### config.mk
export PLATFORM = sky130hd
export DESIGN_NAME = kvah_ctrl
export DESIGN_NICKNAME = d
export VERILOG_FILES = /design/src/rtl/kvah_pkg.sv /design/src/rtl/kvah_ctrl.sv
export VERILOG_INCLUDE_DIRS = /design/src /design/src/rtl
export SDC_FILE = /design/constraint.sdc
export NUM_CORES = 1
export LEC_CHECK = 0
export ABC_AREA = 0
export BUFFER_PORTS_ARGS = -buffer_cell sky130_fd_sc_hd__buf_2
export CORE_MARGIN = 2
export CORE_UTILIZATION = 45
export DETAILED_ROUTE_END_ITERATION = 8
export HOLD_SLACK_MARGIN = 0.08
export PLACE_DENSITY = 0.77
export SYNTH_ARGS = -nofsm -noshare
export SYNTH_HDL_FRONTEND = slang
export SYNTH_SLANG_ARGS = --single-unit
### constraint.sdc
create_clock -name clk_i -period 2.35 [get_ports clk_i]
set_input_delay 0.47 -clock clk_i [delete_from_list [all_inputs] [get_ports clk_i]]
set_output_delay 0.47 -clock clk_i [all_outputs]
set_load 0.01 [all_outputs]
### src/rtl/kv_cache_attention_head_top_defines.svh
// Assertion macros shared by the attention head RTL.
// Each macro expects clk_i and rst_ni in the enclosing scope.
`ifndef KV_CACHE_ATTENTION_HEAD_TOP_DEFINES_SVH
`define KV_CACHE_ATTENTION_HEAD_TOP_DEFINES_SVH

// Same-cycle implication
`define KVAH_ASSERT_SAME(lbl, ante, cons) \
  lbl: assert property (@(posedge clk_i) disable iff (!rst_ni) (ante) |-> (cons)) \
    else $error("kvah same-cycle check failed");

// Next-cycle implication
`define KVAH_ASSERT_NEXT(lbl, ante, cons) \
  lbl: assert property (@(posedge clk_i) disable iff (!rst_ni) (ante) |=> (cons)) \
    else $error("kvah next-cycle check failed");

`endif

### src/rtl/kvah_pkg.sv
// Shared types, constants and exp tables for the attention head.
// No dependencies.
package kvah_pkg;

  typedef enum logic [1:0] {
    OP_LOAD_Q = 2'd0,
    OP_LOAD_K = 2'd1,
    OP_LOAD_V = 2'd2,
    OP_RUN    = 2'd3
  } kvah_op_e;

  localparam logic [7:0] CFG_LAST_POS   = 8'd0;
  localparam logic [7:0] CFG_HEAD_SIZE  = 8'd1;
  localparam logic [7:0] CFG_GROUP_SIZE = 8'd2;
  localparam logic [7:0] CFG_SCALE      = 8'd3;

  localparam int ACC_W = 42;  // holds dot products and weighted value sums
  localparam int SUM_W = 25;  // weight sum, up to 256 * 2^16
  localparam int NUM_W = 42;  // divider numerator

  localparam logic [16:0] EXPI [16] = '{
    17'd65536, 17'd24109, 17'd8869, 17'd3263, 17'd1200, 17'd442, 17'd162, 17'd60,
    17'd22, 17'd8, 17'd3, 17'd1, 17'd0, 17'd0, 17'd0, 17'd0
  };
  localparam logic [16:0] EXPF [16] = '{
    17'd65536, 17'd61565, 17'd57835, 17'd54331, 17'd51039, 17'd47947, 17'd45042,
    17'd42313, 17'd39749, 17'd37341, 17'd35079, 17'd32953, 17'd30957, 17'd29081,
    17'd27319, 17'd25664
  };

  // Controller to datapath commands
  typedef struct packed {
    logic       start;
    logic       load;
    logic       rd_qk;
    logic       mul_qk;
    logic       acc_qk;
    logic       scale_lo;
    logic       scale_hi;
    logic       score_wr;
    logic       rd_w;
    logic       mul_w;
    logic       w_wr;
    logic       rd_wv;
    logic       mul_wv;
    logic       acc_wv;
    logic       div_start;
    logic       out_load;
    logic       acc_clr;
    logic       last;
    logic [7:0] pos;
    logic [5:0] elem;
  } kvah_cmd_t;

  // Datapath status back to the controller
  typedef struct packed {
    logic div_busy;
    logic out_full;
  } kvah_sts_t;

endpackage

### src/rtl/kvah_ctrl.sv
// Controller: sequences score, weight and output passes over positions and elements.
// Depends on kvah_pkg and the assertion macro header.
`include "kv_cache_attention_head_top_defines.svh"
module kvah_ctrl import kvah_pkg::*; (
  input  logic       clk_i,
  input  logic       rst_ni,
  input  logic       in_valid_i,
  input  logic [1:0] in_cmd_i,
  output logic       in_ready_o,
  input  logic [6:0] hs_i,
  input  logic [7:0] lastp_i,
  input  kvah_sts_t  sts_i,
  output kvah_cmd_t  cmd_o
);

  typedef enum logic [3:0] {
    S_IDLE, S_SC_RD, S_SC_MUL, S_SC_ACC, S_SC_SLO, S_SC_SHI, S_SC_WR,
    S_W_RD, S_W_MUL, S_W_WR, S_O_RD, S_O_MUL, S_O_ACC, S_O_DST, S_O_DIV
  } state_e;

  state_e     state_q;
  logic [7:0] p_q;
  logic [5:0] j_q;
  logic       fire, last_j, last_p, out_go;

  assign fire   = in_valid_i && (state_q == S_IDLE);
  assign last_j = {1'b0, j_q} == (hs_i - 7'd1);
  assign last_p = p_q == lastp_i;
  assign out_go = (state_q == S_O_DIV) && !sts_i.div_busy && !sts_i.out_full;

  // Command decode
  always_comb begin
    cmd_o           = '0;
    cmd_o.pos       = p_q;
    cmd_o.elem      = j_q;
    cmd_o.last      = last_j;
    cmd_o.start     = fire && in_cmd_i == OP_RUN;
    cmd_o.load      = fire && in_cmd_i != OP_RUN;
    cmd_o.rd_qk     = state_q == S_SC_RD;
    cmd_o.mul_qk    = state_q == S_SC_MUL;
    cmd_o.acc_qk    = state_q == S_SC_ACC;
    cmd_o.scale_lo  = state_q == S_SC_SLO;
    cmd_o.scale_hi  = state_q == S_SC_SHI;
    cmd_o.score_wr  = state_q == S_SC_WR;
    cmd_o.rd_w      = state_q == S_W_RD;
    cmd_o.mul_w     = state_q == S_W_MUL;
    cmd_o.w_wr      = state_q == S_W_WR;
    cmd_o.rd_wv     = state_q == S_O_RD;
    cmd_o.mul_wv    = state_q == S_O_MUL;
    cmd_o.acc_wv    = state_q == S_O_ACC;
    cmd_o.div_start = state_q == S_O_DST;
    cmd_o.out_load  = out_go;
    cmd_o.acc_clr   = cmd_o.start || cmd_o.score_wr || out_go;
  end

  assign in_ready_o = state_q == S_IDLE;

  // State and loop counters
  always_ff @(posedge clk_i or negedge rst_ni) begin
    if (!rst_ni) begin
      state_q <= S_IDLE;
      p_q     <= '0;
      j_q     <= '0;
    end else begin
      unique case (state_q)
        S_IDLE: begin
          if (fire && in_cmd_i == OP_RUN) begin
            state_q <= S_SC_RD;
            p_q     <= '0;
            j_q     <= '0;
          end
        end
        S_SC_RD:  state_q <= S_SC_MUL;
        S_SC_MUL: state_q <= S_SC_ACC;
        S_SC_ACC: begin
          if (last_j) begin
            j_q     <= '0;
            state_q <= S_SC_SLO;
          end else begin
            j_q     <= j_q + 6'd1;
            state_q <= S_SC_RD;
          end
        end
        S_SC_SLO: state_q <= S_SC_SHI;
        S_SC_SHI: state_q <= S_SC_WR;
        S_SC_WR: begin
          if (last_p) begin
            p_q     <= '0;
            state_q <= S_W_RD;
          end else begin
            p_q     <= p_q + 8'd1;
            state_q <= S_SC_RD;
          end
        end
        S_W_RD:  state_q <= S_W_MUL;
        S_W_MUL: state_q <= S_W_WR;
        S_W_WR: begin
          if (last_p) begin
            p_q     <= '0;
            state_q <= S_O_RD;
          end else begin
            p_q     <= p_q + 8'd1;
            state_q <= S_W_RD;
          end
        end
        S_O_RD:  state_q <= S_O_MUL;
        S_O_MUL: state_q <= S_O_ACC;
        S_O_ACC: begin
          if (last_p) state_q <= S_O_DST;
          else begin
            p_q     <= p_q + 8'd1;
            state_q <= S_O_RD;
          end
        end
        S_O_DST: state_q <= S_O_DIV;
        S_O_DIV: begin
          if (out_go) begin
            p_q <= '0;
            if (last_j) begin
              j_q     <= '0;
              state_q <= S_IDLE;
            end else begin
              j_q     <= j_q + 6'd1;
              state_q <= S_O_RD;
            end
          end
        end
        default: state_q <= S_IDLE;
      endcase
    end
  end

  `KVAH_ASSERT_SAME(a_out_slot_free, cmd_o.out_load, !sts_i.out_full)
  `KVAH_ASSERT_NEXT(a_div_starts, cmd_o.div_start, sts_i.div_busy)
  `KVAH_ASSERT_NEXT(a_last_ends_run, cmd_o.out_load && cmd_o.last, state_q == S_IDLE)
  `KVAH_ASSERT_SAME(a_pos_bound, state_q != S_IDLE, p_q <= lastp_i)

endmodule

==> impl_metrics.csv <==
group,metric,value,unit
finish,drive_gt1_share,35.06,%
die,die-area,4200,um2
yosys,async_flop_share,100.0,%
clocking,clockBufferDepth,2,
sta,max_slew_margin,67.12,%
yosys,synth_edf_count,0,
die,rows,22,
global_routing,overflow,0,
clocking,clk_latency,260,ps
yosys,yosys_warnings,0,
critical_path,r2r_slack,240,ps
yosys,syn_area,1664,um2
sta,fin_crit,2343,ps
critical_path,worstSetupStartpoint,"hs_i[1]",
sta,hold_viol_final,0,
critical_path,slowest_delay,310,ps
critical_path,crit_type,"input port to primary output",
finish,post-route-util,58.92,%
sta,period_share,99.69,%
run,cap_violations,0,
routing,vias,1780,
sta,fin_skew,1.229,ps
global_routing,antenna_found_initial,0,
power,power,0.001435,W
routing,via_per_inst,5.580,
yosys,post-synth-top-area-fraction,27.07,%
finish,finish.net_count,297,
yosys,syn_inst,210,
power,ir_drop,0.4150,mV
critical_path,worst_ep_required_time,1880,ps
yosys,ys_types,46,
place,pre_cts_slack,-135.1,ps
hold_path,hold_path_class,"input port to async pin",
place,gp_congestion,0.8532,
critical_path,crit_chain,"buf_6 -> inv_4 -> ha_4 -> xor2_1 -> o211ai_1 -> a211o_1 -> nor4_4 -> buf_2",
global_routing,grt_pass1_wl,7079,um
routing,routed_wl,4138,um
outcome,outcome,"complete, no violations",
routing,drt-initial-drc-count,83,
power,power_leakage,1.086,nW
clocking,holdBufCountCts,0,
finish,final_cell_mix,"52 x buf_2, 21 x nand2_1, 16 x nor2_1",
finish,area_delta_synth_final,27.67,%
power,power_density,675.2,nW/um2
critical_path,crit_path_start_kind,"input port",
critical_path,worstPathMaxFanout,2,
critical_path,r2r_cells,8,
clocking,cts_tree,"yes",
yosys,synth_nets,235,
critical_path,worstReg2RegEnd,"j_q[3]$_DFFE_PN0P_",
global_routing,grt_util_all_layers,20.60,%
routing,postRouteAntennaNets,0,
yosys,synth_seq_cells,18,
routing,dr.pass1.iters,4,
sta,finalSetupTns,0,ps
place,port_buffers,54,
clocking,cts_made_buffers,3,
critical_path,endpoint_kind,"primary output",
die,start_util,46.15,%
sta,report.final.setup_viol,0,
die,die_x,64.81,um
sta,whs,136.2,ps
critical_path,arrival,1870,ps
sta,worstMarginPinSlew,491.3,ps
critical_path,worstReg2RegStart,"j_q[4]$_DFFE_PN0P_",
yosys,synthTopCellsByArea,"dfrtp_1 27%, xor2_1 6.8%, nand2_1 4.7%, nand3_1 3.6%, nor3_1 3.6%",
clocking,clock-sinks,18,
yosys,avgSynthCellArea,7.924,um2
place,hpwl,3146,um
yosys,ys.flop_type,"dfrtp_1",
sta,rsz0062_at_grt,"true",
yosys,synth-seq-area-share,27.07,%
sta,drv_slew,0,
sta,postLayoutSetupSlackWorst,7.255,ps
finish,diodes,0,
global_routing,grt_pass1_vias,1609,
global_routing,grt_max_degree,19,
die,die_y,64.81,um
finish,final_common_cell,"buf_2",
clocking,htreeDepth,1,
clocking,cts_root_buffer,"clkbuf_8",
die,core,3606,um2
yosys,synth_top_area_cell,"dfrtp_1",
clocking,clk_pin_slew_worst_paths,70,ps
routing,drcViolationCount,0,
sta,max_freq,426.9,MHz
die,io_pins,55,
routing,wl_per_cell,12.97,um
critical_path,slowest_stage,"a211o_1",
worst max-delay path by stage:
stage / slack [ps] / endpoint / depth (start not counted)
2_1_floorplan: 30 / cmd_o[14] / 8
3_3_place_gp: -90 / cmd_o[14] / 8
3_5_place_dp: -140 / cmd_o[14] / 8
4_1_cts: 20 / cmd_o[14] / 8
5_1_grt: -30 / cmd_o[14] / 8
6_report: 7 / cmd_o[14] / 8
Yosys cell counts, types with 3 or more instances:
master    count
a22o_1        5
clkbuf_1      4
nand2b_1      3
ha_1          3
or2_2         3
mux2_2        3
xor2_1       13
and3_1        6
a31oi_1       7
nor3_1       12
o31ai_1       4
a21oi_1      11
nor2_1       16
o21ai_0      10
buf_4         3
a211o_1       4
nor2b_1       3
nand3_1      12
dfrtp_1      18
nand2_1      21
inv_1        13
o211ai_1      3
worst max-delay path: cells and delay by family:
family,cells,cell delay (ps)
compound gates,2,410
xor+xnor,1,150
simple gates,1,300
fa+ha+maj,1,240
buf+inv,3,300
cell families after synthesis:
logic type,after synthesis,synth area share [%]
AO/OA/AOI/OAI,56,23.01
XOR/XNOR,15,7.895
AND/OR/NAND/NOR,91,30.60
buffers and inverters,24,7.143
flip-flops,18,27.07
adder cells (fa/ha/maj),3,2.256
multiplexers,3,2.030
through the flow:
| step | instances | cell area [um2] |
|---|---|---|
| finish | 319 | 2125 |
| global route | 319 | 2125 |
| CTS | 318 | 2078 |
| detailed placement | 313 | 2014 |
| global placement | 313 | 2014 |
| floorplan | 210 | 1664 |
registers in the layout, indices dropped and copies added, names as in the netlist:
name,cells
p_q,8
state_q,4
j_q,6
routing by layer:
metal	global-route usage [%]	share of wire [%]	vias up
li1	-	-	888
met1	27.53	46	841
met2	35.44	48	45
met3	3.993	5.2	6
met4	2.394	0.89	0
met5	0	0	-
area by class of cell:
cell class	instances	area, um2
clock buffers	4	55.05
multi-input cells	168	1107
inverters	13	53.80
well taps	48	60.06
repair buffers	68	391.6
flip-flops and latches	18	456.7
fillers	341	1481
power breakdown:
part	switching (W)	leakage (nW)	internal (W)	total, W
combinational	0.000371	0.819	0.000301	0.000672
clock	0.000111	0.0288	0.000149	0.000260
sequential	0.000133	0.238	0.000369	0.000502
timing repair:
item / in CTS / in global routing
setup endpoints to repair: 1 / 3
pin swaps: 2 / 4
gates resized for setup: 1 / 13
setup buffers: 1 / 1
Power figures use the tool's default switching activity.
